$ cat src/design/ctp_pkg.sv
// ---------------------------------------------------------------------------
// ctp_pkg
// Shared types, character codes and saturating arithmetic for the clock-time
// text parser.
// ---------------------------------------------------------------------------
`timescale 1ns / 1ps
`default_nettype none

package ctp_pkg;

  localparam int SECONDS_WIDTH = 40;

  localparam logic [SECONDS_WIDTH-1:0] SECONDS_MAX = {SECONDS_WIDTH{1'b1}};
  localparam logic [SECONDS_WIDTH-1:0] PART_MAX    = SECONDS_WIDTH'(59);

  localparam logic [1:0] INDEX_LAST   = 2'd2;  // hh:mm:ss has three parts
  localparam logic [1:0] DIGITS_MAX   = 2'd2;  // later parts: two digits
  localparam logic [1:0] DIGITS_STUCK = 2'd3;  // count sticks here

  // Character codes
  localparam logic [7:0] CH_TAB   = 8'h09;
  localparam logic [7:0] CH_LF    = 8'h0A;
  localparam logic [7:0] CH_CR    = 8'h0D;
  localparam logic [7:0] CH_SPACE = 8'h20;
  localparam logic [7:0] CH_ZERO  = 8'h30;
  localparam logic [7:0] CH_NINE  = 8'h39;
  localparam logic [7:0] CH_COLON = 8'h3A;

  typedef enum logic [1:0] {
    PH_LEAD   = 2'd0,  // leading blanks of a part
    PH_DIGITS = 2'd1,
    PH_TRAIL  = 2'd2   // blanks after the digits of a part
  } ctp_phase_t;

  typedef struct packed {
    logic [7:0] character;
    logic       last;
  } ctp_in_t;

  typedef struct packed {
    logic                     valid_res;
    logic [SECONDS_WIDTH-1:0] total_seconds;
    logic                     saturated;
  } ctp_out_t;

  typedef struct packed {
    ctp_phase_t               field_phase;
    logic [1:0]               field_index;
    logic [SECONDS_WIDTH-1:0] field_value;
    logic [1:0]               field_digit_count;
    logic [SECONDS_WIDTH-1:0] running_total;
    logic                     seen_content;
    logic                     pending_line_break;
    logic                     failed;
    logic                     clipped;
  } ctp_state_t;

  localparam ctp_state_t STATE_CLEAR = '{
    field_phase:        PH_LEAD,
    field_index:        2'd0,
    field_value:        '0,
    field_digit_count:  2'd0,
    running_total:      '0,
    seen_content:       1'b0,
    pending_line_break: 1'b0,
    failed:             1'b0,
    clipped:            1'b0
  };

  typedef struct packed {
    logic [SECONDS_WIDTH-1:0] value;
    logic                     clip;
  } ctp_sat_t;

  function automatic ctp_sat_t sat_add(input logic [SECONDS_WIDTH-1:0] a,
                                       input logic [SECONDS_WIDTH-1:0] b);
    logic [SECONDS_WIDTH:0] s;
    ctp_sat_t               r;
    s       = {1'b0, a} + {1'b0, b};
    r.clip  = (a == SECONDS_MAX) || s[SECONDS_WIDTH];
    r.value = r.clip ? SECONDS_MAX : s[SECONDS_WIDTH-1:0];
    return r;
  endfunction

  // a * 10 as (a << 3) + (a << 1)
  function automatic ctp_sat_t sat_mul10(input logic [SECONDS_WIDTH-1:0] a);
    logic [SECONDS_WIDTH+3:0] p;
    ctp_sat_t                 r;
    p       = ({4'b0, a} << 3) + ({4'b0, a} << 1);
    r.clip  = (a == SECONDS_MAX) || (|p[SECONDS_WIDTH+3:SECONDS_WIDTH]);
    r.value = r.clip ? SECONDS_MAX : p[SECONDS_WIDTH-1:0];
    return r;
  endfunction

  // a * 60 as (a << 6) - (a << 2)
  function automatic ctp_sat_t sat_mul60(input logic [SECONDS_WIDTH-1:0] a);
    logic [SECONDS_WIDTH+5:0] p;
    ctp_sat_t                 r;
    p       = ({6'b0, a} << 6) - ({6'b0, a} << 2);
    r.clip  = (a == SECONDS_MAX) || (|p[SECONDS_WIDTH+5:SECONDS_WIDTH]);
    r.value = r.clip ? SECONDS_MAX : p[SECONDS_WIDTH-1:0];
    return r;
  endfunction

  // Parts after the first: at most two digits, value at most 59
  function automatic logic part_bad(input logic [1:0]               index,
                                    input logic [1:0]               digits,
                                    input logic [SECONDS_WIDTH-1:0] value);
    return (index != 2'd0) && ((digits > DIGITS_MAX) || (value > PART_MAX));
  endfunction

endpackage

`default_nettype wire

$ cat src/design/ctp_step.sv
// ---------------------------------------------------------------------------
// ctp_step
// Next-state logic: folds one character into the parser state.
// ---------------------------------------------------------------------------
`timescale 1ns / 1ps
`default_nettype none

module ctp_step (
  input  ctp_pkg::ctp_in_t    item,
  input  ctp_pkg::ctp_state_t cur,
  output ctp_pkg::ctp_state_t nxt
);

  logic [ctp_pkg::SECONDS_WIDTH-1:0] digit;
  ctp_pkg::ctp_sat_t                 dig_mul;
  ctp_pkg::ctp_sat_t                 dig_sum;
  ctp_pkg::ctp_sat_t                 part_sum;
  ctp_pkg::ctp_sat_t                 part_mul;

  assign digit    = {{(ctp_pkg::SECONDS_WIDTH-4){1'b0}}, item.character[3:0]};
  assign dig_mul  = ctp_pkg::sat_mul10(cur.field_value);
  assign dig_sum  = ctp_pkg::sat_add(dig_mul.value, digit);
  assign part_sum = ctp_pkg::sat_add(cur.running_total, cur.field_value);
  assign part_mul = ctp_pkg::sat_mul60(part_sum.value);

  always_comb begin
    nxt = cur;
    if (item.character inside {ctp_pkg::CH_SPACE, ctp_pkg::CH_TAB}) begin
      if (cur.field_phase == ctp_pkg::PH_DIGITS) begin
        nxt.field_phase = ctp_pkg::PH_TRAIL;
      end
    end else if (item.character inside {ctp_pkg::CH_CR, ctp_pkg::CH_LF}) begin
      if (cur.seen_content) begin
        nxt.pending_line_break = 1'b1;
      end
    end else begin
      nxt.seen_content = 1'b1;
      if (cur.pending_line_break) begin
        nxt.failed = 1'b1;
      end else if (item.character inside {[ctp_pkg::CH_ZERO:ctp_pkg::CH_NINE]}) begin
        if (cur.field_phase == ctp_pkg::PH_TRAIL) begin
          nxt.failed = 1'b1;
        end else begin
          nxt.field_phase = ctp_pkg::PH_DIGITS;
          if (cur.field_digit_count != ctp_pkg::DIGITS_STUCK) begin
            nxt.field_digit_count = cur.field_digit_count + 2'd1;
          end
          nxt.field_value = dig_sum.value;
          nxt.clipped     = cur.clipped | dig_mul.clip | dig_sum.clip;
        end
      end else if (item.character == ctp_pkg::CH_COLON) begin
        if (ctp_pkg::part_bad(cur.field_index, cur.field_digit_count,
                              cur.field_value)) begin
          nxt.failed = 1'b1;
        end
        if (cur.field_index >= ctp_pkg::INDEX_LAST) begin
          nxt.failed = 1'b1;
        end else begin
          nxt.running_total = part_mul.value;
          nxt.clipped       = cur.clipped | part_sum.clip | part_mul.clip;
          nxt.field_index   = cur.field_index + 2'd1;
        end
        nxt.field_phase       = ctp_pkg::PH_LEAD;
        nxt.field_value       = '0;
        nxt.field_digit_count = 2'd0;
      end else begin
        nxt.failed = 1'b1;
      end
    end
  end

endmodule

`default_nettype wire

$ cat src/design/ctp_result.sv
// ---------------------------------------------------------------------------
// ctp_result
// Closes the string: checks the last part and adds it to the total.
// ---------------------------------------------------------------------------
`timescale 1ns / 1ps
`default_nettype none

module ctp_result (
  input  ctp_pkg::ctp_state_t st,
  output ctp_pkg::ctp_out_t   res
);

  ctp_pkg::ctp_sat_t sum;
  logic              ok;

  assign sum = ctp_pkg::sat_add(st.running_total, st.field_value);
  assign ok  = st.seen_content && !st.failed &&
               !ctp_pkg::part_bad(st.field_index, st.field_digit_count, st.field_value);

  assign res.valid_res     = ok;
  assign res.total_seconds = ok ? sum.value : '0;
  assign res.saturated     = ok && (st.clipped || sum.clip);

endmodule

`default_nettype wire

$ cat src/design/clock_time_text_parser.sv
// ---------------------------------------------------------------------------
// clock_time_text_parser
// Parses "ss", "mm:ss" or "hh:mm:ss" text, one character per item, into a
// saturating count of seconds.
// ---------------------------------------------------------------------------
// Takes one character per cycle while the input side does not stall, and
// gives one result item per string, on the item flagged last. Each character
// lands in an input register; the step logic then folds it into the parser
// state (a multiply-by-ten-and-add for a digit, add-then-multiply-by-sixty
// for a colon), and for the last character the result logic closes the
// string and loads the output register, which drives out_valid. The state
// clears itself after every string, so strings may follow one another
// without a gap. The input side stalls only when a finished result sits
// unclaimed in the output register and the next string's last character is
// waiting behind it.
// ---------------------------------------------------------------------------
`timescale 1ns / 1ps
`default_nettype none

module clock_time_text_parser (
  input  logic              clk,
  input  logic              rst_n,
  input  logic              in_valid,
  output logic              in_ready,
  input  ctp_pkg::ctp_in_t  in_data,
  output logic              out_valid,
  input  logic              out_ready,
  output ctp_pkg::ctp_out_t out_data
);

  // Input stage
  ctp_pkg::ctp_in_t    in_r;
  logic                in_vld_r;

  // Parser state and its next value
  ctp_pkg::ctp_state_t state_r;
  ctp_pkg::ctp_state_t state_nxt;

  // Result stage
  ctp_pkg::ctp_out_t   res_nxt;
  ctp_pkg::ctp_out_t   out_r;
  logic                out_vld_r;

  logic                consume;

  ctp_step u_step (
    .item (in_r),
    .cur  (state_r),
    .nxt  (state_nxt)
  );

  ctp_result u_result (
    .st  (state_nxt),
    .res (res_nxt)
  );

  // A held character is used up unless it closes a string and the output
  // register still holds a result nobody took.
  assign consume  = in_vld_r && (!in_r.last || !out_vld_r || out_ready);
  assign in_ready = !in_vld_r || consume;

  always_ff @(posedge clk) begin
    if (!rst_n) begin
      in_vld_r  <= 1'b0;
      out_vld_r <= 1'b0;
      state_r   <= ctp_pkg::STATE_CLEAR;
    end else begin
      if (in_ready) begin
        in_vld_r <= in_valid;
      end
      if (consume) begin
        // end of string: start fresh for the next one
        state_r <= in_r.last ? ctp_pkg::STATE_CLEAR : state_nxt;
      end
      if (consume && in_r.last) begin
        out_vld_r <= 1'b1;
      end else if (out_ready) begin
        out_vld_r <= 1'b0;
      end
    end
  end

  // Payload registers
  always_ff @(posedge clk) begin
    if (in_valid && in_ready) begin
      in_r <= in_data;
    end
    if (consume && in_r.last) begin
      out_r <= res_nxt;
    end
  end

  assign out_valid = out_vld_r;
  assign out_data  = out_r;

  // A finished string always leaves the parser cleared
  a_clear_after_last : assert property (@(posedge clk) disable iff (!rst_n)
    consume && in_r.last |=> state_r == ctp_pkg::STATE_CLEAR)
    else $error("parser state not cleared after last item");

  // An unclaimed result is never overwritten by the next string
  a_no_overwrite : assert property (@(posedge clk) disable iff (!rst_n)
    in_vld_r && in_r.last && out_vld_r && !out_ready |-> !in_ready && !consume)
    else $error("pending result would be overwritten");

  // Invalid results carry no total and no saturation flag
  a_invalid_zero : assert property (@(posedge clk) disable iff (!rst_n)
    out_vld_r |-> out_r.valid_res ||
                  (out_r.total_seconds == '0 && !out_r.saturated))
    else $error("invalid result with nonzero payload");

  // At most three parts
  a_index_range : assert property (@(posedge clk) disable iff (!rst_n)
    state_r.field_index <= ctp_pkg::INDEX_LAST)
    else $error("part index out of range");

  // A line break is only recorded once content has started
  a_break_after_content : assert property (@(posedge clk) disable iff (!rst_n)
    state_r.pending_line_break |-> state_r.seen_content)
    else $error("line break flagged before any content");

endmodule

`default_nettype wire

$ cat config.mk
export PLATFORM = sky130hd
export DESIGN_NAME = clock_time_text_parser
export DESIGN_NICKNAME = d
export VERILOG_FILES = /design/src/design/ctp_pkg.sv /design/src/design/ctp_step.sv /design/src/design/ctp_result.sv /design/src/design/clock_time_text_parser.sv
export SDC_FILE = /design/constraint.sdc
export NUM_CORES = 1
export LEC_CHECK = 0
export BUFFER_PORTS_ARGS = -buffer_cell sky130_fd_sc_hd__buf_2
export CAP_MARGIN = 20
export CORE_ASPECT_RATIO = 0.5
export CORE_MARGIN = 1.5
export CORE_UTILIZATION = 40
export CTS_BUF_LIST = sky130_fd_sc_hd__clkbuf_4
export DETAILED_ROUTE_END_ITERATION = 6
export PLACE_DENSITY_LB_ADDON = 0.05
export SYNTH_ARGS = -nofsm -noshare
export SYNTH_HDL_FRONTEND = slang
export SYNTH_SLANG_ARGS = --single-unit
$ cat constraint.sdc
create_clock -name clk -period 19.5 [get_ports clk]
set_input_delay 2.925 -clock clk [delete_from_list [all_inputs] [get_ports clk]]
set_output_delay 2.925 -clock clk [all_outputs]
set_load 0.005 [all_outputs]
==> qor.txt <==
DRC violations left: 0
Routed WL: 64200 um
Most common cell after layout, fill and taps aside: a21oi_1
Pre-antenna DRT Iters: 7
CP Capture Type: flop
Worst path max stage delay: 590 ps
Layout Nets: 2399
Die footprint: 0.0444 sq mm
Share of cells above drive strength 1: 0.0905
RSZ-0062 raised after global routing: no
Fillers: 4459
Register area: 0.00337 sq mm
Multi-input logic area: 0.0131 sq mm
Top cell by count, worst path: a21oi_1
Std cell rows: 53
FF+latch count, synth: 143
M2 GR Usage: 0.400
Mapped Area: 0.0172 sq mm
Yosys warns: 0
Routed via count: 17300
Met1 usage: 0.457
Cts hold-fix bufs: 0
Hold WC Path Type: flop to flop
Wire per inst: 22.9 um
Post-synth EDFFs: 51
Number of global-route vias before repair: 15600
Leakage power: 7.88 nW
GR Util All Layers: 0.284
H-tree depth: 4
Main synth FF type: dfxtp_1
Startpoint types: flop
Slew margin rel.: 0.311
Global route hottest layer: met1
Ys async rst share: 0
Tightest Pin Transition: 1030 ps
Initial Util: 0.408
Port bufs: 56
Met3 Use GR: 0.0373
Syn Inst Count: 2234
CTS root buf: clkbuf_4
Pwr/cell area: 34.5 mW/mm^2
Resize count post-CTS: 0
WS Path Type: flop to flop
Post-DP HPWL: 50900 um
Peak supply drop: 0.0391 mV
GRT overflow: 0
Net Count, Synth: 2414
Slew Limit Fails: 0
CTS tree: built
Post-synthesis cell type count: 102
Commonest non-fill, non-tap cells in the layout: a21oi_1 (194), nand2_1 (165), ha_1 (163)
Setup Buffers After CTS: 0
Hold Fails Final Rpt: 0
CP max stage cell: buf_4
Global-route wire length before repair: 96000 um
Placer Congestion: 0.916
Clk sinks: 143
Placeable Area: 0.0422 sq mm
Largest net degree at the start of global routing: 92
CTS max path bufs: 2
Die height: 150 um
Status: complete, no violations
Max Clk Rate: 81.6 MHz
Minimum clock period: 12250 ps
Dpl cell area: 0.0179 sq mm
Die width: 296 um
Post-DRT Antenna Nets: 0
Final period utilization: 0.628
Io pins: 57
CTS clk-pin slew, worst paths: 150 ps
Register area share after synthesis: 0.196
Syn_area_per_cell: 7.71 sq um
Data arrival, critical path: 12580 ps
Via density: 6.15
Cell area after layout: 0.0182 sq mm
Hold WS: 493 ps
Setup tns final: 0 ps
Initial antenna violation count: 2
Max FO, Critical Path: 41
Final setup viols: 0
CP required: 19820 ps
Clock latency on the worst-skew pair: 590 ps
Max_cap viols: 0
Clock Skews: 27.5 ps
CTS Buf Count: 17
DR iter-0 viols: 1854
Area Growth Syn to Fin: 5.51%
cells in the mapped netlist, types with 7 or more instances:
master	count	area, sq um
o21ai_1	17	85.1
o41ai_1	10	87.6
a21oi_1	194	971
inv_1	90	338
a31oi_1	58	363
nor2b_1	99	619
a211oi_1	16	120
o21ai_0	103	515
buf_2	15	75.1
xnor2_1	107	937
nand3_1	50	250
o21bai_1	28	210
o211ai_1	13	97.6
nor3_1	47	235
and2_1	17	106
nand2_1	166	623
o31a_1	7	61.3
nand2b_1	52	325
a21o_1	112	841
edfxtp_1	51	1530
buf_6	7	78.8
ha_1	163	2040
dfxtp_1	92	1840
nand4_1	53	332
o31ai_1	14	105
o21a_1	26	195
xor2_1	57	499
a21boi_0	10	75.1
nor2_1	163	612
a21oi_2	44	385
and3_1	19	119
a22oi_1	74	556
or3_1	16	100
clkbuf_1	77	289
nor4_1	24	150
worst max-delay path, delay by kind of cell, from the launching register on:
kind                       cells  cell delay [ps]
xor gates and xnor gates       1              180
buffers and inverters          5             1530
AOI/OAI and AO/OA             28             6860
and+or+nand+nor                6             1170
DFF                            1              420
adders and majority gates      5             1730
routing by layer:
metal,share of wire,vias up,routed length [um]
li1,-,8280,-
met1,0.51,8361,33000
met2,0.40,614,25500
met3,0.080,40,5160
met4,0.010,0,672
met5,0,-,0
where the power goes:
group	internal, mW	switching, mW	total [mW]
clock	0.0681	0.137	0.205
sequential	0.312	0.00361	0.315
combinational	0.0322	0.0739	0.106
total	0.412	0.214	0.626
metrics by stage:
stage          setup WS [ps]  cells  utilization  total power, mW
2_1_floorplan           9360   2234            -            0.390
3_3_place_gp            7740   2777        0.423            0.425
3_5_place_dp            7400   2777        0.423            0.426
4_1_cts                 7400   2809        0.430            0.626
5_1_grt                 6450   2810        0.430            0.645
6_report                7250   2810        0.430            0.626
registers in the layout, indices dropped and copies added, names as in the netlist:
| name | cells |
|---|---|
| state_r | 90 |
| out_data | 42 |
| in_r | 9 |
| in_vld_r | 1 |
| out_valid | 1 |
layout make-up:
| class | count | share of cell area |
|---|---|---|
| Timing Repair Buffer | 71 | 0.0216 |
| Clock buffer | 17 | 0.00702 |
| Inverter | 93 | 0.0192 |
| Antenna cell | 1 | 0.000138 |
| Sequential cell | 143 | 0.186 |
| Clock inverter | 15 | 0.00833 |
| Multi-Input combinational cell | 1893 | 0.718 |
| Tap cell | 577 | 0.0397 |
cells by family (layout without fill, tap and decap cells):
| family | Yosys count | after routing | synth area share |
|---|---|---|---|
| compound gates | 806 | 806 | 0.321 |
| simple gates | 751 | 751 | 0.226 |
| buf+inv | 198 | 196 | 0.0477 |
| fa+ha+maj | 167 | 167 | 0.123 |
| xor+xnor | 165 | 165 | 0.0844 |
| flops | 143 | 143 | 0.196 |
| mux | 4 | 4 | 0.00247 |
| other cells | 0 | 1 | 0 |
worst paths after layout:
| check | slack (ps) | depth (start not counted) | start | to |
|---|---|---|---|---|
| worst max-delay path | 7250 | 45 | state_r[46] | out_data[1] |
| worst min-delay path | 490 | 2 | state_r[1] | state_r[1] |
| worst max register to register | 7250 | 45 | state_r[46] | out_data[1] |
| worst min register to register | 490 | 2 | state_r[1] | state_r[1] |
Power figures use the tool's default switching activity.
